### config.mk
export PLATFORM = sky130hd
export DESIGN_NAME = nixie_frame_refresh_with_acp_unit
export DESIGN_NICKNAME = d
export VERILOG_FILES = /design/src/sv/nfr_pkg.sv /design/src/sv/nixie_frame_refresh_with_acp_unit.sv /design/src/sv/nfr_regs.sv /design/src/sv/nfr_engine.sv
export VERILOG_INCLUDE_DIRS = /design/src /design/src/sv
export SDC_FILE = /design/constraint.sdc
export NUM_CORES = 1
export LEC_CHECK = 0
export BUFFER_PORTS_ARGS = -buffer_cell sky130_fd_sc_hd__buf_2
export CAP_MARGIN = 20
export CELL_PAD_IN_SITES_DETAIL_PLACEMENT = 1
export CELL_PAD_IN_SITES_GLOBAL_PLACEMENT = 1
export CORE_ASPECT_RATIO = 0.9
export CORE_MARGIN = 3
export CORE_UTILIZATION = 43
export CTS_CLUSTER_SIZE = 25
export DETAILED_ROUTE_END_ITERATION = 8
export PLACE_DENSITY_LB_ADDON = 0.3
export SLEW_MARGIN = 30
export SYNTH_ARGS = -nofsm -noshare
export SYNTH_HDL_FRONTEND = slang
export SYNTH_SLANG_ARGS = --single-unit
### constraint.sdc
create_clock -name clk_i -period 5.24 [get_ports clk_i]
set_clock_uncertainty 0.15 [all_clocks]
set_input_delay 0.262 -clock clk_i [delete_from_list [all_inputs] [get_ports clk_i]]
set_output_delay 0.262 -clock clk_i [all_outputs]
set_load 0.005 [all_outputs]
### src/sv/nixie_frame_refresh_with_acp_unit_assert.svh
// ----------------------------------------------------------------------------
// Nixie frame refresh assertion macros
// Concurrent assertion wrappers clocked on clk_i; NFR_ASSERT is disabled while rst_ni is low.
// ----------------------------------------------------------------------------
`ifndef NIXIE_FRAME_REFRESH_WITH_ACP_UNIT_ASSERT_SVH
`define NIXIE_FRAME_REFRESH_WITH_ACP_UNIT_ASSERT_SVH

`ifndef SYNTHESIS
`define NFR_ASSERT(lbl, prop) \
  lbl: assert property (@(posedge clk_i) disable iff (!rst_ni) prop) \
    else $error("nfr assertion failed");
`define NFR_ASSERT_ALWAYS(lbl, prop) \
  lbl: assert property (@(posedge clk_i) prop) \
    else $error("nfr assertion failed");
`else
`define NFR_ASSERT(lbl, prop)
`define NFR_ASSERT_ALWAYS(lbl, prop)
`endif

`endif

### src/sv/nfr_pkg.sv
// ----------------------------------------------------------------------------
// Nixie frame refresh package
// Shared types, register map and frame packing helpers.
// ----------------------------------------------------------------------------
package nfr_pkg;

  localparam int unsigned PADDR_W = 4;
  localparam int unsigned FRAME_W = 64;
  localparam int unsigned FIELD_W = 10;

  typedef enum logic [1:0] {
    MODE_OFF    = 2'd0,
    MODE_EACH   = 2'd1,
    MODE_ROTATE = 2'd2,
    MODE_ALL    = 2'd3
  } nfr_mode_e;

  typedef enum logic [1:0] {
    REG_ACP_MODE  = 2'd0,
    REG_ACP_CYCLE = 2'd1,
    REG_ACP_STEP  = 2'd2,
    REG_REFRESH   = 2'd3
  } nfr_reg_e;

  typedef struct packed {
    logic [3:0] digit0;
    logic [3:0] digit1;
    logic [3:0] digit2;
    logic [3:0] digit3;
    logic [3:0] digit4;
    logic [3:0] digit5;
    logic       dot_left_lower;
    logic       dot_left_upper;
    logic       dot_right_upper;
    logic       dot_right_lower;
  } nfr_in_t;

  typedef struct packed {
    logic [FRAME_W-1:0] frame;
    logic               from_acp;
  } nfr_out_t;

  typedef struct packed {
    nfr_mode_e   acp_mode;
    logic [31:0] acp_cycle_interval;
    logic [31:0] acp_step_interval;
    logic [15:0] refresh_interval;
  } nfr_cfg_t;

  typedef struct packed {
    logic     valid;
    nfr_out_t data;
  } nfr_res_t;

  function automatic logic [FIELD_W-1:0] one_hot(input logic [3:0] v);
    logic [FIELD_W-1:0] r;
    r = '0;
    if (v < 4'd10) begin
      r[v] = 1'b1;
    end
    return r;
  endfunction

  function automatic logic [FRAME_W-1:0] put_digit(input logic [FRAME_W-1:0] f,
                                                   input logic [3:0] d,
                                                   input logic [3:0] v);
    logic [FRAME_W-1:0] r;
    r = f;
    case (d)
      4'd0: r[0 +: FIELD_W] = one_hot(v);
      4'd1: r[10 +: FIELD_W] = one_hot(v);
      4'd2: r[20 +: FIELD_W] = one_hot(v);
      4'd3: r[32 +: FIELD_W] = one_hot(v);
      4'd4: r[42 +: FIELD_W] = one_hot(v);
      4'd5: r[52 +: FIELD_W] = one_hot(v);
      default: r = f;
    endcase
    return r;
  endfunction

  function automatic logic [FRAME_W-1:0] pack_frame(input nfr_in_t it);
    logic [FRAME_W-1:0] r;
    r = '0;
    r[0 +: FIELD_W]  = one_hot(it.digit0);
    r[10 +: FIELD_W] = one_hot(it.digit1);
    r[20 +: FIELD_W] = one_hot(it.digit2);
    r[32 +: FIELD_W] = one_hot(it.digit3);
    r[42 +: FIELD_W] = one_hot(it.digit4);
    r[52 +: FIELD_W] = one_hot(it.digit5);
    r[30] = it.dot_left_lower;
    r[31] = it.dot_left_upper;
    r[62] = it.dot_right_upper;
    r[63] = it.dot_right_lower;
    return r;
  endfunction

  // quotient by ten for a position below 64
  function automatic logic [2:0] div10(input logic [5:0] p);
    logic [2:0] q;
    q = '0;
    for (int i = 1; i < 7; i++) begin
      if (p >= 6'(i * 10)) begin
        q = 3'(i);
      end
    end
    return q;
  endfunction

  // quotient by one hundred for a 10-bit position
  function automatic logic [3:0] div100(input logic [9:0] p);
    logic [3:0] q;
    q = '0;
    for (int i = 1; i < 11; i++) begin
      if (p >= 10'(i * 100)) begin
        q = 4'(i);
      end
    end
    return q;
  endfunction

endpackage

### src/sv/nixie_frame_refresh_with_acp_unit.sv
// ----------------------------------------------------------------------------
// Nixie frame refresh with anti-cathode-poisoning
// Packs wanted digits and dots into 64-bit driver frames, throttles refresh
// and injects periodic anti-poisoning sequences.
// ----------------------------------------------------------------------------
// Usage:
//   Input channel (in_valid_i/in_ready_o/in_data_i): one request per
//   millisecond tick, carrying six digit values and four dot bits.
//   Output channel (out_valid_o/out_ready_i/out_data_o): zero or one frame
//   per request, with from_acp marking anti-poisoning steps.
//   Configuration goes through the APB port; write it only while idle.
//   A request is registered, evaluated combinationally by the engine, and its
//   frame is loaded into the output register when the pipeline advances.
//   Throughput: one request per cycle while the receiver does not stall, set
//   by the state update in the engine between the input and output registers.
//   Reset clears the tick counter, all sequencer state and the valid flags of
//   both registers; configuration returns to mode off, 60000, 100 and 20.
//   When the receiver stalls, the output register holds its frame, one
//   request waits in the input register, and in_ready_o drops.
// ----------------------------------------------------------------------------
`include "nixie_frame_refresh_with_acp_unit_assert.svh"

module nixie_frame_refresh_with_acp_unit (
  input  logic                        clk_i,
  input  logic                        rst_ni,
  input  logic                        in_valid_i,
  output logic                        in_ready_o,
  input  nfr_pkg::nfr_in_t            in_data_i,
  output logic                        out_valid_o,
  input  logic                        out_ready_i,
  output nfr_pkg::nfr_out_t           out_data_o,
  input  logic                        psel,
  input  logic                        penable,
  input  logic                        pwrite,
  input  logic [nfr_pkg::PADDR_W-1:0] paddr,
  input  logic [31:0]                 pwdata,
  output logic [31:0]                 prdata,
  output logic                        pready
);

  nfr_pkg::nfr_cfg_t cfg;
  nfr_pkg::nfr_res_t res;
  nfr_pkg::nfr_in_t  in_q;
  nfr_pkg::nfr_out_t out_q;
  logic              in_vq, in_vd;
  logic              out_vq, out_vd;
  logic              adv;

  nfr_regs u_regs (
    .clk_i   (clk_i),
    .rst_ni  (rst_ni),
    .psel    (psel),
    .penable (penable),
    .pwrite  (pwrite),
    .paddr   (paddr),
    .pwdata  (pwdata),
    .prdata  (prdata),
    .pready  (pready),
    .cfg_o   (cfg)
  );

  nfr_engine u_engine (
    .clk_i  (clk_i),
    .rst_ni (rst_ni),
    .step_i (adv),
    .item_i (in_q),
    .cfg_i  (cfg),
    .res_o  (res)
  );

  assign adv        = in_vq && (!out_vq || out_ready_i);
  assign in_ready_o = !in_vq || adv;

  always_comb begin
    in_vd = in_vq;
    if (in_ready_o) begin
      in_vd = in_valid_i;
    end
    out_vd = out_vq;
    if (adv) begin
      out_vd = res.valid;
    end else if (out_ready_i) begin
      out_vd = 1'b0;
    end
  end

  always_ff @(posedge clk_i or negedge rst_ni) begin
    if (!rst_ni) begin
      in_vq  <= 1'b0;
      out_vq <= 1'b0;
    end else begin
      in_vq  <= in_vd;
      out_vq <= out_vd;
    end
  end

  always_ff @(posedge clk_i) begin
    if (in_valid_i && in_ready_o) begin
      in_q <= in_data_i;
    end
    if (adv) begin
      out_q <= res.data;
    end
  end

  assign out_valid_o = out_vq;
  assign out_data_o  = out_q;

  `NFR_ASSERT_ALWAYS(a_ready_when_empty, !out_vq |-> in_ready_o)
  `NFR_ASSERT(a_result_from_advance, (out_vq && !$past(out_vq)) |-> $past(adv))
  `NFR_ASSERT(a_hold_waiting_request, (in_vq && !adv) |=> (in_vq && $stable(in_q)))

endmodule

### src/sv/nfr_regs.sv
// ----------------------------------------------------------------------------
// Nixie frame refresh configuration registers
// APB-style register file for ACP mode, intervals and refresh interval.
// ----------------------------------------------------------------------------
module nfr_regs (
  input  logic                        clk_i,
  input  logic                        rst_ni,
  input  logic                        psel,
  input  logic                        penable,
  input  logic                        pwrite,
  input  logic [nfr_pkg::PADDR_W-1:0] paddr,
  input  logic [31:0]                 pwdata,
  output logic [31:0]                 prdata,
  output logic                        pready,
  output nfr_pkg::nfr_cfg_t           cfg_o
);

  nfr_pkg::nfr_cfg_t cfg_q, cfg_d;
  nfr_pkg::nfr_reg_e reg_sel;
  logic              wr_en;

  assign reg_sel = nfr_pkg::nfr_reg_e'(paddr[3:2]);
  assign wr_en   = psel && penable && pwrite;
  assign pready  = 1'b1;

  always_comb begin
    cfg_d = cfg_q;
    if (wr_en) begin
      case (reg_sel)
        nfr_pkg::REG_ACP_MODE:  cfg_d.acp_mode = nfr_pkg::nfr_mode_e'(pwdata[1:0]);
        nfr_pkg::REG_ACP_CYCLE: cfg_d.acp_cycle_interval = pwdata;
        nfr_pkg::REG_ACP_STEP:  cfg_d.acp_step_interval = pwdata;
        nfr_pkg::REG_REFRESH:   cfg_d.refresh_interval = pwdata[15:0];
        default:                cfg_d = cfg_q;
      endcase
    end
  end

  always_comb begin
    case (reg_sel)
      nfr_pkg::REG_ACP_MODE:  prdata = {30'd0, cfg_q.acp_mode};
      nfr_pkg::REG_ACP_CYCLE: prdata = cfg_q.acp_cycle_interval;
      nfr_pkg::REG_ACP_STEP:  prdata = cfg_q.acp_step_interval;
      nfr_pkg::REG_REFRESH:   prdata = {16'd0, cfg_q.refresh_interval};
      default:                prdata = '0;
    endcase
  end

  always_ff @(posedge clk_i or negedge rst_ni) begin
    if (!rst_ni) begin
      cfg_q.acp_mode           <= nfr_pkg::MODE_OFF;
      cfg_q.acp_cycle_interval <= 32'd60000;
      cfg_q.acp_step_interval  <= 32'd100;
      cfg_q.refresh_interval   <= 16'd20;
    end else begin
      cfg_q <= cfg_d;
    end
  end

  assign cfg_o = cfg_q;

endmodule

### src/sv/nfr_engine.sv
// ----------------------------------------------------------------------------
// Nixie frame refresh engine
// Per-tick state update: refresh throttle and anti-poisoning sequencer.
// ----------------------------------------------------------------------------
module nfr_engine (
  input  logic              clk_i,
  input  logic              rst_ni,
  input  logic              step_i,
  input  nfr_pkg::nfr_in_t  item_i,
  input  nfr_pkg::nfr_cfg_t cfg_i,
  output nfr_pkg::nfr_res_t res_o
);

  logic [31:0]                 now_q, now_d;
  logic [nfr_pkg::FRAME_W-1:0] last_frame_q, last_frame_d;
  logic [31:0]                 last_time_q, last_time_d;
  logic                        running_q, running_d;
  logic [31:0]                 next_cycle_q, next_cycle_d;
  logic [31:0]                 next_step_q, next_step_d;
  logic [9:0]                  pos_q, pos_d;

  logic [nfr_pkg::FRAME_W-1:0] data;
  logic                        mode_on;
  logic                        start;
  logic                        run;
  logic [31:0]                 step_t;
  logic                        act;
  logic [31:0]                 elapsed;
  logic [2:0]                  q10;
  logic [3:0]                  r10;
  logic [3:0]                  q100;
  logic [9:0]                  r100;
  logic [3:0]                  q_inc;
  logic [3:0]                  q_wrap;

  assign data    = nfr_pkg::pack_frame(item_i);
  assign mode_on = (cfg_i.acp_mode != nfr_pkg::MODE_OFF);
  assign start   = !running_q && mode_on && (next_cycle_q <= now_q);
  assign run     = running_q || start;
  assign step_t  = start ? now_q : next_step_q;
  assign act     = run && mode_on && (step_t <= now_q);
  assign elapsed = now_q - last_time_q;

  assign q10    = nfr_pkg::div10(pos_q[5:0]);
  assign r10    = 4'(pos_q[5:0] - 6'(q10) * 6'd10);
  assign q100   = nfr_pkg::div100(pos_q);
  assign r100   = pos_q - 10'(q100) * 10'd100;
  assign q_inc  = q100 + 4'd1;
  assign q_wrap = (q_inc >= 4'd6) ? (q_inc - 4'd6) : q_inc;

  always_comb begin
    now_d        = now_q + 32'd1;
    last_frame_d = last_frame_q;
    last_time_d  = last_time_q;
    running_d    = running_q;
    next_cycle_d = next_cycle_q;
    next_step_d  = next_step_q;
    pos_d        = pos_q;
    res_o        = '0;

    if (start) begin
      last_frame_d = ~data;
      next_cycle_d = now_q + cfg_i.acp_cycle_interval;
      running_d    = 1'b1;
      next_step_d  = now_q;
    end

    if (act) begin
      case (cfg_i.acp_mode)
        nfr_pkg::MODE_EACH: begin
          if (pos_q > 10'd59) begin
            pos_d     = '0;
            running_d = 1'b0;
          end else begin
            next_step_d            = step_t + cfg_i.acp_step_interval;
            res_o.valid            = 1'b1;
            res_o.data.frame       = nfr_pkg::put_digit(data, 4'(q10), r10);
            res_o.data.from_acp    = 1'b1;
            pos_d                  = pos_q + 10'd1;
          end
        end
        nfr_pkg::MODE_ROTATE: begin
          next_step_d = step_t + cfg_i.acp_step_interval;
          if (r100 > 10'd9) begin
            pos_d     = 10'(q_wrap) * 10'd100;
            running_d = 1'b0;
          end else begin
            res_o.valid         = 1'b1;
            res_o.data.frame    = nfr_pkg::put_digit(data, q100, r100[3:0]);
            res_o.data.from_acp = 1'b1;
            pos_d               = pos_q + 10'd1;
          end
        end
        nfr_pkg::MODE_ALL: begin
          if (pos_q > 10'd9) begin
            pos_d     = '0;
            running_d = 1'b0;
          end else begin
            next_step_d         = step_t + cfg_i.acp_step_interval;
            res_o.valid         = 1'b1;
            res_o.data.frame    = nfr_pkg::pack_frame('{
              digit0: pos_q[3:0], digit1: pos_q[3:0], digit2: pos_q[3:0],
              digit3: pos_q[3:0], digit4: pos_q[3:0], digit5: pos_q[3:0],
              dot_left_lower: item_i.dot_left_lower,
              dot_left_upper: item_i.dot_left_upper,
              dot_right_upper: item_i.dot_right_upper,
              dot_right_lower: item_i.dot_right_lower});
            res_o.data.from_acp = 1'b1;
            pos_d               = pos_q + 10'd1;
          end
        end
        default: begin
          pos_d = pos_q;
        end
      endcase
    end else if (!run && (data != last_frame_q) &&
                 (elapsed >= {16'd0, cfg_i.refresh_interval})) begin
      last_frame_d        = data;
      last_time_d         = now_q;
      res_o.valid         = 1'b1;
      res_o.data.frame    = data;
      res_o.data.from_acp = 1'b0;
    end
  end

  always_ff @(posedge clk_i or negedge rst_ni) begin
    if (!rst_ni) begin
      now_q        <= '0;
      last_frame_q <= '0;
      last_time_q  <= '0;
      running_q    <= 1'b0;
      next_cycle_q <= '0;
      next_step_q  <= '0;
      pos_q        <= '0;
    end else if (step_i) begin
      now_q        <= now_d;
      last_frame_q <= last_frame_d;
      last_time_q  <= last_time_d;
      running_q    <= running_d;
      next_cycle_q <= next_cycle_d;
      next_step_q  <= next_step_d;
      pos_q        <= pos_d;
    end
  end

endmodule
==> results_dict.tcl <==
set metrics [dict create \
    status "finished, violations left" \
    placed_area_um2 31400 \
    grt_pass1_wl_um 172000 \
    r2r.worst_path.cells 25 \
    fmax_ghz 0.172 \
    synth_cell_type_count 88 \
    tightest_slew_ns 1.54 \
    drive_gt1_share_pct 31.8 \
    grt_antenna_before_repair 6 \
    r2r_start "u_engine.now_q[18]" \
    maxSlewViolCount 12 \
    wire_per_inst_um 27.6 \
    fin_util_pct 60.0 \
    syn_area_per_cell_um2 8.58 \
    reg2reg_slack_ns -0.58 \
    grt_remaining_overflow 0 \
    place.gp.congestion 0.958 \
    clk_latency_ns 0.61 \
    clk_path_buf_depth 3 \
    via_per_inst 6.44 \
    failed_checks "max-capacitance violations, max-slew violations, negative setup slack" \
    cts_tree "done" \
    place_hpwl_um 79300 \
    synth_flop_cell "dfrtp_1" \
    crit_type "reg2reg" \
    wl_um 127000 \
    grt_setup_unrepaired "yes" \
    cp.required_ns 5.51 \
    syn_nets 3490 \
    cp-start-kind "register" \
    timing.hold.ws_ns 0.156 \
    die_x_um 273 \
    cap_violations 2 \
    grt_usage_pct 32.6 \
    multi_input_comb_area_um2 19000 \
    clock-sinks 380 \
    cp-end-kind "register" \
    num-nets-final 4013 \
    cp_max_fo 6 \
    hold_class "in2async" \
    grt_max_degree 107 \
    die_y_um 246 \
    start_util_pct 43.7 \
    grt_pass1_vias 29179 \
    ant_nets 0 \
    seqCellArea_um2 9990 \
    area_growth_pct 37.5 \
    ys_warn_count 0 \
    dr.pass1.iters 6 \
    path_clk_slew_ns 0.07 \
    ys_seq_elements 380 \
    dr_total_vias 29736 \
    min_period_ns 5.82 \
    synthArstFlopShare_pct 75.5 \
    p_per_area_nw_per_um2 641 \
    worst_slack_ns -0.577 \
    syn_area_um2 27500 \
    nFillCells 6972 \
    slew_headroom_pct -3.56 \
    core.rowCount 87 \
    ir_drop_mv 0.401 \
    drt_iter0_drc 2858 \
    port_buffers 167 \
    core_area_um2 63000 \
    clockRootBuffer "clkbuf_16" \
    worstPathArrival_ns 6.09 \
    r2r_end "u_engine.next_step_q[31]" \
    io_pins 171 \
    cts_buffers 46 \
    synth-seq-area-share_pct 36.3 \
    synth_edf_count 93 \
    hold_viol_final 0 \
    leakage_nw 16.4 \
    htreeDepth 2 \
    drc_errors 0 \
    die-area_um2 67100 \
    setup_viol 109 \
    fin_area_um2 37800 \
    finalCritPeriodShare_pct 111 \
    synth_cells 3207 \
]
==> worst max-delay path, stage by stage (launching register included) <==
cell and delay, ns:
dfrtp_1 0.37, inv_1 0.07, ha_1 0.30, nand4_1 0.13, nor2_2 0.20, nand4_1 0.25
or4_4 0.51, a21oi_4 0.20, nand2_4 0.10, buf_12 0.16, buf_4 0.15, nand2_1 0.07
o21ai_0 0.17, ha_1 0.29, nor4_1 0.49, o21ai_2 0.18, a221oi_2 0.32, buf_4 0.18
nor2_2 0.05, a211oi_4 0.27, nor3_2 0.08, o31ai_2 0.29, nor3b_4 0.27, nor3b_4 0.07
xnor2_1 0.18, o21ai_1 0.11
==> cell families after synthesis <==
family	share of synthesized area, %
AOI/OAI and AO/OA	21.2
xor gates and xnor gates	5.06
adders and majority gates	9.83
buffers and inverters	4.35
DFF	36.3
muxes	6.19
other	0.0136
and+or+nand+nor	17.1
==> power breakdown <==
group	internal, mW	switching (mW)	leakage [nW]
Sequential	3.99	0.866	4.46
Clock	1.91	1.42	0.738
Combinational	6.97	9.08	11.2
==> synthesized netlist by cell type, types with 29 or more instances <==
master	n	area [um^2]
nand2_1	433	1630
o21ai_0	375	1880
dfrtp_1	275	6880
ha_1	205	2560
nor2_1	193	724
a21oi_1	156	781
clkbuf_1	138	518
inv_1	126	473
xnor2_1	95	832
edfxtp_1	93	2790
nand3_1	93	465
o21ai_1	86	430
mux2_2	84	946
a31oi_1	76	475
nor3_1	73	365
mux2i_1	69	691
xor2_1	64	561
nand2b_1	52	325
a21o_1	45	338
a22o_1	33	289
a221oi_1	29	254
nand4_1	29	181
o22ai_1	29	181
==> sequential cells by signal (all words and copies together), names as in the netlist <==
register	flops
out_data_o	65
u_engine.last_frame_q	64
in_q	28
u_regs.cfg_o	82
u_engine.last_time_q	32
u_engine.pos_q	10
u_engine.next_step_q	32
in_vq	1
u_engine.next_cycle_q	32
out_valid_o	1
u_engine.now_q	32
u_engine.running_q	1
==> metrics by stage <==
stage                     TNS (ns)  setup slack (ns)  total power, mW  std cells
after global routing        -53.34            -0.612             25.3       4613
after floorplan                  0            0.0140             11.4       3207
after global placement      -99.17            -0.649             15.4       4362
after CTS                    -7.29            -0.181             20.6       4542
final                       -28.53            -0.577             24.2       4615
after detailed placement   -139.56            -0.995             16.0       4362
==> cells in the final DEF, fill, tap and decap left out, types with 20 or more instances in the layout <==
master and n:
dlygate4sd3_1 64, a21o_1 45, clkbuf_16 69, mux2i_1 63, edfxtp_1 93, ha_1 183, dfrtp_1 271, buf_4 323
nor3_1 69, a22o_1 33, xnor2_1 94, nor4_1 21, ha_4 20, nand2_4 26, nand2b_1 49, o21ai_4 30
xor2_1 62, nand2_2 25, nand4_1 29, nand3_1 78, a31oi_1 56, buf_6 24, o21ai_2 137, mux2_2 84
nand2_1 381, nor2b_1 26, buf_12 38, a21oi_1 141, o21ai_1 55, nor2_1 187, inv_1 120, o21ai_0 239
buf_2 166
==> final cells by class <==
class / count / area share (%)
Clock inverter: 19 / 0.460
Sequential cell: 380 / 26.4
Timing Repair Buffer: 654 / 15.4
Tap cell: 845 / 2.79
Multi-Input combinational cell: 2521 / 50.2
Antenna cell: 3 / 0.0198
Inverter: 127 / 1.28
Clock buffer: 66 / 3.52
==> layer usage <==
metal  vias up  wire length (um)  track usage [%]
met1     15025             49500             42.6
li1      12660                 -                -
met5         -                27                0
met2      1551             60000             54.7
met3       496             10500             4.72
met4         4              7220             12.5
==> worst max-delay path by stage <==
| stage | from | end | slack, ns | cells past startpoint |
|---|---|---|---|---|
| final | u_engine.now_q[18] | u_engine.next_step_q[31] | -0.58 | 25 |
| after global routing | u_engine.now_q[31] | u_engine.next_step_q[31] | -0.61 | 25 |
| after detailed placement | u_engine.next_cycle_q[25] | out_data_o[23] | -0.99 | 20 |
| after CTS | u_engine.next_cycle_q[27] | u_engine.next_step_q[23] | -0.18 | 24 |
| after global placement | u_engine.now_q[27] | u_engine.next_step_q[31] | -0.65 | 24 |
| after floorplan | u_engine.now_q[31] | u_engine.next_step_q[11] | 0.01 | 23 |
==> what timing repair did <==
| item | CTS | global route |
|---|---|---|
| hold buffers | 64 | 0 |
| hold endpoints to repair | 196 | 0 |
| endpoints found under the setup margin | 205 | 205 |
| setup buffers | 24 | 49 |
| gates cloned | 8 | 25 |
| resized for setup | 189 | 554 |
| pin swaps | 42 | 160 |
Note: power is estimated with default switching activity, not from simulation.
